File: src/rtl/mme_pkg.sv
// shared types, constants and helpers of the matrix multiply engine
package mme_pkg;

    localparam int MAX_DIM     = 8;
    localparam int VALUE_BITS  = 16;

    localparam int STORE_DEPTH = MAX_DIM * MAX_DIM;
    localparam int ADDR_W      = (STORE_DEPTH > 1) ? $clog2(STORE_DEPTH) : 1;
    localparam int CNT_W       = (MAX_DIM > 1) ? $clog2(MAX_DIM) : 1;
    localparam int MUL_W       = 2 * VALUE_BITS;

    // fixed field widths of the ports
    localparam int DIM_W       = 4;
    localparam int FUNC_W      = 2;
    localparam int IDX_W       = 6;
    localparam int ELEM_W      = 16;
    localparam int PROD_W      = 36;
    localparam int REG_IDX_W   = 2;
    localparam int SIZE_W      = 2 * DIM_W;

    localparam logic [DIM_W-1:0] CFG_RESET = 4'd8;

    localparam logic [REG_IDX_W-1:0] REG_A_ROWS = 2'd0;
    localparam logic [REG_IDX_W-1:0] REG_A_COLS = 2'd1;
    localparam logic [REG_IDX_W-1:0] REG_B_ROWS = 2'd2;
    localparam logic [REG_IDX_W-1:0] REG_B_COLS = 2'd3;

    localparam logic STATUS_OK       = 1'b0;
    localparam logic STATUS_MISMATCH = 1'b1;

    typedef enum logic [FUNC_W-1:0] {
        FUNC_LOAD_A = 2'd0,
        FUNC_LOAD_B = 2'd1,
        FUNC_MULT   = 2'd2
    } t_func;

    typedef enum logic [1:0] {
        S_IDLE,
        S_RUN,
        S_ERR
    } t_state;

    typedef struct packed {
        logic                  we;
        logic [ADDR_W-1:0]     addr;
        logic [VALUE_BITS-1:0] data;
    } t_store_wr;

    // tags that travel with one multiply-accumulate term
    typedef struct packed {
        logic vld;
        logic first;
        logic last_term;
        logic last_out;
        logic zero;
    } t_term;

    function automatic logic [DIM_W-1:0] eff_dim(input logic [DIM_W-1:0] r);
        return (r > DIM_W'(MAX_DIM)) ? DIM_W'(MAX_DIM) : r;
    endfunction

    // low VALUE_BITS of the zero-extended input word
    function automatic logic [VALUE_BITS-1:0] to_store(input logic [ELEM_W-1:0] v);
        logic [31:0] wide;
        wide = {16'b0, v};
        return wide[VALUE_BITS-1:0];
    endfunction

endpackage

File: src/rtl/mme_store.sv
// element store: one write port, one registered read port, per-entry valid bits
module mme_store (
    input  logic                             i_clk,
    input  logic                             i_rst_n,
    input  mme_pkg::t_store_wr               i_wr,
    input  logic                             i_rd_en,
    input  logic [mme_pkg::ADDR_W-1:0]       i_rd_addr,
    output logic signed [mme_pkg::VALUE_BITS-1:0] o_rd_data
);
    import mme_pkg::*;

    logic [VALUE_BITS-1:0]  r_mem [STORE_DEPTH];
    logic [STORE_DEPTH-1:0] r_vld;
    logic [VALUE_BITS-1:0]  r_rd_data;
    logic                   r_rd_ok;

    always_ff @(posedge i_clk) begin
        if (i_wr.we) begin
            r_mem[i_wr.addr] <= i_wr.data;
        end
        if (i_rd_en) begin
            r_rd_data <= r_mem[i_rd_addr];
        end
    end

    always_ff @(posedge i_clk) begin
        if (!i_rst_n) begin
            r_vld   <= '0;
            r_rd_ok <= 1'b0;
        end else begin
            if (i_wr.we) begin
                r_vld[i_wr.addr] <= 1'b1;
            end
            if (i_rd_en) begin
                r_rd_ok <= r_vld[i_rd_addr];
            end
        end
    end

    // never written entries read as zero
    assign o_rd_data = r_rd_ok ? $signed(r_rd_data) : '0;

endmodule

File: src/rtl/matrix_multiply_engine.sv
// matrix multiply engine: element stores, term sequencer, shared multiply-accumulate
// loads are accepted back to back while idle
// a multiply issues one term per cycle unless the output stalls, to a single multiplier:
// a_rows*b_cols*max(a_cols,1) terms; results pass the read, multiply and output registers
// a mismatch answers after the drain; output backpressure freezes the whole term pipeline
// synchronous active-low reset: dimension registers to 8, stores read as zero until loaded
module matrix_multiply_engine (
    input  logic                                i_clk,
    input  logic                                i_rst_n,
    input  logic                                i_valid,
    output logic                                o_stall,
    input  logic [mme_pkg::FUNC_W-1:0]          i_func,
    input  logic [mme_pkg::IDX_W-1:0]           i_element_index,
    input  logic signed [mme_pkg::ELEM_W-1:0]   i_element_value,
    output logic                                o_valid,
    input  logic                                i_stall,
    output logic signed [mme_pkg::PROD_W-1:0]   o_product_value,
    output logic                                o_is_last,
    output logic                                o_status,
    input  logic                                i_cfg_valid,
    output logic                                o_cfg_ready,
    input  logic [mme_pkg::REG_IDX_W-1:0]       i_cfg_index,
    input  logic [mme_pkg::DIM_W-1:0]           i_cfg_data
);
    import mme_pkg::*;

    t_state r_state, n_state;

    logic [DIM_W-1:0] r_a_rows, r_a_cols, r_b_rows, r_b_cols;
    logic [DIM_W-1:0] ar, ac, bc, br;
    logic [SIZE_W-1:0] a_size, b_size;

    logic [CNT_W-1:0]  r_i, r_j, r_k;
    logic [ADDR_W-1:0] r_a_base, r_a_addr, r_b_addr;

    t_term r_s1, r_s2, cur_term;
    logic signed [MUL_W-1:0]  r_prod;
    logic signed [PROD_W-1:0] r_acc, acc_sum, acc_base;
    logic signed [VALUE_BITS-1:0] a_rd, b_rd;

    t_store_wr st_a_wr, st_b_wr;

    logic in_acc, adv, issue, err_out;
    logic k_last, j_last, i_last, run_done;
    logic mismatch, empty_run;

    assign o_cfg_ready = 1'b1;

    always_ff @(posedge i_clk) begin
        if (!i_rst_n) begin
            r_a_rows <= CFG_RESET;
            r_a_cols <= CFG_RESET;
            r_b_rows <= CFG_RESET;
            r_b_cols <= CFG_RESET;
        end else if (i_cfg_valid && o_cfg_ready) begin
            case (i_cfg_index)
                REG_A_ROWS: r_a_rows <= i_cfg_data;
                REG_A_COLS: r_a_cols <= i_cfg_data;
                REG_B_ROWS: r_b_rows <= i_cfg_data;
                REG_B_COLS: r_b_cols <= i_cfg_data;
                default: ;
            endcase
        end
    end

    assign ar = eff_dim(r_a_rows);
    assign ac = eff_dim(r_a_cols);
    assign br = eff_dim(r_b_rows);
    assign bc = eff_dim(r_b_cols);
    assign a_size = SIZE_W'(ar) * SIZE_W'(ac);
    assign b_size = SIZE_W'(br) * SIZE_W'(bc);

    assign mismatch  = (r_a_cols != r_b_rows);
    assign empty_run = (ar == '0) || (bc == '0);

    assign in_acc  = i_valid && !o_stall;
    assign adv     = !o_valid || !i_stall;
    assign issue   = (r_state == S_RUN) && adv;
    assign err_out = (r_state == S_ERR) && adv && !r_s1.vld && !r_s2.vld;

    // element loads
    always_comb begin
        st_a_wr.we   = in_acc && (i_func == FUNC_LOAD_A)
                       && (SIZE_W'(i_element_index) < a_size)
                       && (32'(i_element_index) < STORE_DEPTH);
        st_a_wr.addr = i_element_index[ADDR_W-1:0];
        st_a_wr.data = to_store(i_element_value);
        st_b_wr.we   = in_acc && (i_func == FUNC_LOAD_B)
                       && (SIZE_W'(i_element_index) < b_size)
                       && (32'(i_element_index) < STORE_DEPTH);
        st_b_wr.addr = i_element_index[ADDR_W-1:0];
        st_b_wr.data = to_store(i_element_value);
    end

    mme_store u_store_a (
        .i_clk     (i_clk),
        .i_rst_n   (i_rst_n),
        .i_wr      (st_a_wr),
        .i_rd_en   (issue),
        .i_rd_addr (r_a_addr),
        .o_rd_data (a_rd)
    );

    mme_store u_store_b (
        .i_clk     (i_clk),
        .i_rst_n   (i_rst_n),
        .i_wr      (st_b_wr),
        .i_rd_en   (issue),
        .i_rd_addr (r_b_addr),
        .o_rd_data (b_rd)
    );

    // sequencer
    always_ff @(posedge i_clk) begin
        if (!i_rst_n) begin
            r_state <= S_IDLE;
        end else begin
            r_state <= n_state;
        end
    end

    assign k_last   = (ac == '0) || (DIM_W'(r_k) == ac - DIM_W'(1));
    assign j_last   = (DIM_W'(r_j) == bc - DIM_W'(1));
    assign i_last   = (DIM_W'(r_i) == ar - DIM_W'(1));
    assign run_done = k_last && j_last && i_last;

    always_comb begin
        n_state = r_state;
        o_stall = (r_state != S_IDLE);
        case (r_state)
            S_IDLE: begin
                if (in_acc && (i_func == FUNC_MULT)) begin
                    if (mismatch) begin
                        n_state = S_ERR;
                    end else if (!empty_run) begin
                        n_state = S_RUN;
                    end
                end
            end
            S_RUN: begin
                if (issue && run_done) begin
                    n_state = S_IDLE;
                end
            end
            S_ERR: begin
                if (err_out) begin
                    n_state = S_IDLE;
                end
            end
            default: n_state = S_IDLE;
        endcase
    end

    always_comb begin
        cur_term.vld       = 1'b1;
        cur_term.first     = (r_k == '0);
        cur_term.last_term = k_last;
        cur_term.last_out  = run_done;
        cur_term.zero      = (ac == '0);
    end

    // term counters and store addresses
    always_ff @(posedge i_clk) begin
        if (!i_rst_n) begin
            r_i      <= '0;
            r_j      <= '0;
            r_k      <= '0;
            r_a_base <= '0;
            r_a_addr <= '0;
            r_b_addr <= '0;
        end else if (r_state == S_IDLE) begin
            r_i      <= '0;
            r_j      <= '0;
            r_k      <= '0;
            r_a_base <= '0;
            r_a_addr <= '0;
            r_b_addr <= '0;
        end else if (issue) begin
            if (!k_last) begin
                r_k      <= CNT_W'(r_k + 1'b1);
                r_a_addr <= ADDR_W'(r_a_addr + 1'b1);
                r_b_addr <= ADDR_W'(r_b_addr + ADDR_W'(bc));
            end else begin
                r_k <= '0;
                if (!j_last) begin
                    r_j      <= CNT_W'(r_j + 1'b1);
                    r_a_addr <= r_a_base;
                    r_b_addr <= ADDR_W'(ADDR_W'(r_j) + 1'b1);
                end else begin
                    r_j      <= '0;
                    r_i      <= CNT_W'(r_i + 1'b1);
                    r_a_base <= ADDR_W'(r_a_base + ADDR_W'(ac));
                    r_a_addr <= ADDR_W'(r_a_base + ADDR_W'(ac));
                    r_b_addr <= '0;
                end
            end
        end
    end

    // term pipeline: read, multiply, accumulate
    always_ff @(posedge i_clk) begin
        if (!i_rst_n) begin
            r_s1 <= '0;
            r_s2 <= '0;
        end else if (adv) begin
            r_s1 <= issue ? cur_term : '0;
            r_s2 <= r_s1;
        end
    end

    always_ff @(posedge i_clk) begin
        if (adv) begin
            if (r_s1.zero) begin
                r_prod <= '0;
            end else begin
                r_prod <= a_rd * b_rd;
            end
        end
    end

    assign acc_base = r_s2.first ? '0 : r_acc;
    assign acc_sum  = acc_base + PROD_W'(r_prod);

    always_ff @(posedge i_clk) begin
        if (adv && r_s2.vld) begin
            r_acc <= acc_sum;
        end
    end

    // output word register
    always_ff @(posedge i_clk) begin
        if (!i_rst_n) begin
            o_valid <= 1'b0;
        end else if (adv) begin
            o_valid <= (r_s2.vld && r_s2.last_term) || err_out;
        end
    end

    always_ff @(posedge i_clk) begin
        if (adv && r_s2.vld && r_s2.last_term) begin
            o_product_value <= acc_sum;
            o_is_last       <= r_s2.last_out;
            o_status        <= STATUS_OK;
        end else if (err_out) begin
            o_product_value <= '0;
            o_is_last       <= 1'b1;
            o_status        <= STATUS_MISMATCH;
        end
    end

`ifndef SYNTH
    a_err_word: assert property (@(posedge i_clk) disable iff (!i_rst_n)
        (o_valid && (o_status == STATUS_MISMATCH)) |-> (o_is_last && (o_product_value == '0)))
        else $error("mismatch word must be last and zero");

    a_err_after_drain: assert property (@(posedge i_clk) disable iff (!i_rst_n)
        ((r_state == S_ERR) && (n_state == S_IDLE)) |-> (!r_s1.vld && !r_s2.vld))
        else $error("mismatch word issued with terms still in flight");

    a_reset_clears: assert property (@(posedge i_clk)
        !i_rst_n |=> (!o_valid && (r_state == S_IDLE)))
        else $error("reset did not clear output and sequencer");

    a_no_issue_idle: assert property (@(posedge i_clk) disable iff (!i_rst_n)
        ((r_state == S_ERR) && adv) |=> !r_s1.vld)
        else $error("term issued during mismatch handling");
`endif

endmodule
File: config.mk
export PLATFORM = sky130hd
export DESIGN_NAME = matrix_multiply_engine
export DESIGN_NICKNAME = d
export VERILOG_FILES = /design/src/rtl/mme_pkg.sv /design/src/rtl/mme_store.sv /design/src/rtl/matrix_multiply_engine.sv
export SDC_FILE = /design/constraint.sdc
export NUM_CORES = 2
export LEC_CHECK = 0
export ABC_AREA = 1
export BUFFER_PORTS_ARGS = -buffer_cell sky130_fd_sc_hd__buf_2
export CAP_MARGIN = 10
export CORE_ASPECT_RATIO = 0.7
export CORE_MARGIN = 2
export CORE_UTILIZATION = 35
export DETAILED_ROUTE_END_ITERATION = 8
export SLEW_MARGIN = 25
export SYNTH_ARGS = -nofsm -noshare
export SYNTH_HDL_FRONTEND = slang
export SYNTH_SLANG_ARGS = --single-unit
File: constraint.sdc
create_clock -name i_clk -period 7.94 [get_ports i_clk]
set_clock_uncertainty 0.2 [all_clocks]
set_input_delay 0 -clock i_clk [delete_from_list [all_inputs] [get_ports i_clk]]
set_output_delay 0 -clock i_clk [all_outputs]
set_load 0.02 [all_outputs]
==> flow_summary.ini <==
[placement]
place_area_um2 = 113000
io_buffers = 74
place.gp.congestion = 0.914
place_hpwl_mm = 211

[global_route]
overflow = 0
grt_antenna_before_repair = 26
grt_pass1_wl_mm = 492
grt_usage_pct = 20.7
grt_pass1_vias = 71800
grt_start_max_net_pins = 254

[drt]
routed_wl_mm = 337
drc = 0
vias = 75600
postRouteAntennaNets = 0
wl_per_cell_um = 24.0
drtPass1Iterations = 8
first_iter_violations = 9827
post_drt_via_cell_ratio = 5.38

[synth]
synthTopCellsByArea = edfxtp_1 60%, nor2_1 5.5%, o21ai_0 5.2%, fa_1 5.0%, nand2_1 4.1%
avgSynthCellArea_um2 = 11.2
yosys.area.top_type = edfxtp_1
synth_warnings = 0
synth_top_family_by_area = simple AND/OR/NAND/NOR gates
synth_compound_area_share_pct = 11.0
ys_ff_latch = 2371
synth_cell_types = 51
yosys.area_share.adder_pct = 6.92
synth-simple-area-share_pct = 12.9
syn_nets = 10300
yosysSeqAreaShare_pct = 63.3
muxShareOfSynthArea_pct = 0
synthCells = 9776
yosysTopAreaCellShare_pct = 59.9
synth_xor_area_share_pct = 0.408
netlist_area_um2 = 109000

[floorplanning]
die_h_um = 472
dieArea_um2 = 317000
rows = 171
io_pins = 76
die_width_um = 672
core_um2 = 311000
initial_utilization_pct = 35.2

[cells_and_area]
layout_common_cells = 2185 x edfxtp_1, 1597 x nor2_1, 1186 x nand2_1
nets = 10200
syn_to_final_growth_pct = 10.7
seqCellArea_um2 = 69400
fill_cells = 29700
layout_commonest_cell = edfxtp_1
stdcell_area_um2 = 121000
drive_gt1_share_pct = 7.82
multi_input_area_um2 = 34200

[cts]
cts_buffers = 225
cts.sinks = 2371
clkSlewWorstSetupHoldPaths_ns = 0.06
clockBufferDepth = 4
cts-resized-gates = 0
clkLatencyLatePin_ns = 0.93
htree_levels = 4
ctsRootBufferMaster = clkbuf_16
cts_tree = built

[critical_path]
worstSetupPathType = reg -> reg
cp.arrival_ns = 7.71
crit_chain = buf_4 > nand2_1 > clkinv_1 > nand2_1 > fa_1 > fa_1 > fa_1 > inv_1 > fa_1 > fa_1 > inv_1 > fa_1 > inv_1 > ha_1 > nand2_1 > inv_1 > a21oi_1 > nand3_1 > a21oi_1 > o21ai_0 > a21oi_1
worst-endpoint-required_ns = 8.39
cp_max_fo = 15
end_kind = flip-flop
cpMostUsedCell = fa_1
max_stage_delay_ns = 0.57
slowest_stage = clkinv_1
start_kind = flip-flop

[power]
power_leakage_nw = 43.7
p_switching_w = 0.00579
pwr-share-clk_pct = 41.2
max-vdd-ir-drop_mv = 0.186
combPwrFrac_pct = 5.1
p_int_w = 0.0199
p_per_area_nw_per_um2 = 212
switching_share_pct = 22.6
power_w = 0.0256
power_frac_seq_pct = 53.7

[sta]
layout_min_cycle_time_ns = 7.26
hold_viol_final = 0
fmax_mhz = 138
final.setup.tns_ns = 0
period_share_pct = 91.4
relSlewSlack_pct = 26.5
slew_violations = 0
whs_ns = 0.00897
setup_viol = 0
worstMarginPinSlew_ns = 1.10
rsz0062_at_grt = false

[job]
maxCapViolations = 0

[hold_path]
hp-class = in -> reg

[run_status]
status = complete, no violations
[power groups by stage]
stage	combinational, W	sequential (W)	clock, W
final	0.00131	0.0138	0.0106
after global routing	0.00143	0.0138	0.0112
after CTS	0.00130	0.0138	0.0107
after detailed placement	0.00126	0.0141	0
after global placement	0.00124	0.0140	0
after floorplan	0.000693	0.0140	0
[registers in the layout, summed over array words and instances, names as in the netlist, 2 cells and up]
register and flops:
r_b_cols 4, r_j 3, r_b_addr 6, r_k 3, r_b_rows 4, r_i 3
r_prod 32, r_a_addr 6, u_store_b.r_mem 1024, r_acc 36, r_s2 4, r_s1 5
r_a_rows 4, r_a_cols 4, r_state 2, u_store_b.r_vld 64, u_store_a.r_mem 1024, u_store_a.r_vld 64
u_store_b.r_rd_data 16, r_a_base 6, u_store_a.r_rd_data 16, o_product_value 36
[routing by layer]
layer  routed length, µm  GRT usage (%)
met4                7340           4.55
met1              155000           31.9
met2              142000           29.9
met3               32500           3.79
met5                  69              0
[final cells by class]
| cell class | instances | area share [%] |
|---|---|---|
| diodes | 8 | 0.0165 |
| clock buffers | 285 | 4.94 |
| clock inverters | 114 | 0.813 |
| inverters | 890 | 2.80 |
| multi-input cells | 5975 | 28.2 |
| flip-flops and latches | 2371 | 57.2 |
| well taps | 4152 | 4.29 |
| repair buffers | 249 | 1.71 |
[repair_timing]
item,CTS,global route
buffers inserted,0,0
hold buffers,73,0
endpoints found under the hold margin,1413,0
[final timing paths]
kind                      start                 end  slack, ns  cells after the start
min              i_cfg_index[1]         r_a_rows[2]      0.009                      5
max reg2reg   u_store_a.r_rd_ok          r_prod[16]       0.68                     21
min reg2reg  u_store_a.r_vld[3]  u_store_a.r_vld[3]       0.25                      2
max           u_store_a.r_rd_ok          r_prod[16]       0.68                     21
[worst max-delay path, delay by kind of cell (launching register included)]
kind / cells / cell delay, ns
flops: 1 / 0.32
simple gates: 4 / 1.18
compound gates: 4 / 1.06
fa+ha+maj: 7 / 3.35
buf+inv: 6 / 0.98
[kinds of logic (layout without fill, tap and decap cells)]
kind of cell | count (synthesis) | after routing
AND/OR/NAND/NOR | 3357 | 3357
flip-flops | 2371 | 2371
AO/OA/AOI/OAI | 2124 | 2124
buffers and inverters | 1430 | 1538
adder cells (fa/ha/maj) | 442 | 442
XOR/XNOR | 51 | 51
other | 1 | 9
[per-stage QoR]
step | cells | util, % | setup slack (ns)
2_1_floorplan | 9776 | - | 1.63
3_3_place_gp | 13600 | 36.5 | 0.823
3_5_place_dp | 13600 | 36.5 | 0.804
4_1_cts | 14000 | 39.0 | 0.801
5_1_grt | 14000 | 39.0 | 0.496
6_report | 14000 | 39.0 | 0.682
[synth_stat cells, drive strengths merged]
master,count
a211oi,3
a21boi,3
a21o,5
a21oi,349
a31oi,5
and2,2
and3,3
buf,223
clkbuf,317
clkinv,12
conb,1
dfxtp,186
edfxtp,2185
fa,273
ha,169
inv,878
nand2,1198
nand3,431
nand3b,5
nand4,69
nor2,1604
nor3,37
nor3b,1
nor4,2
o211ai,129
o21a,9
o21ai,1201
o21bai,11
o221ai,15
o22ai,393
o31ai,1
or2,5
xnor2,9
xor2,42
Power figures use the tool's default switching activity.
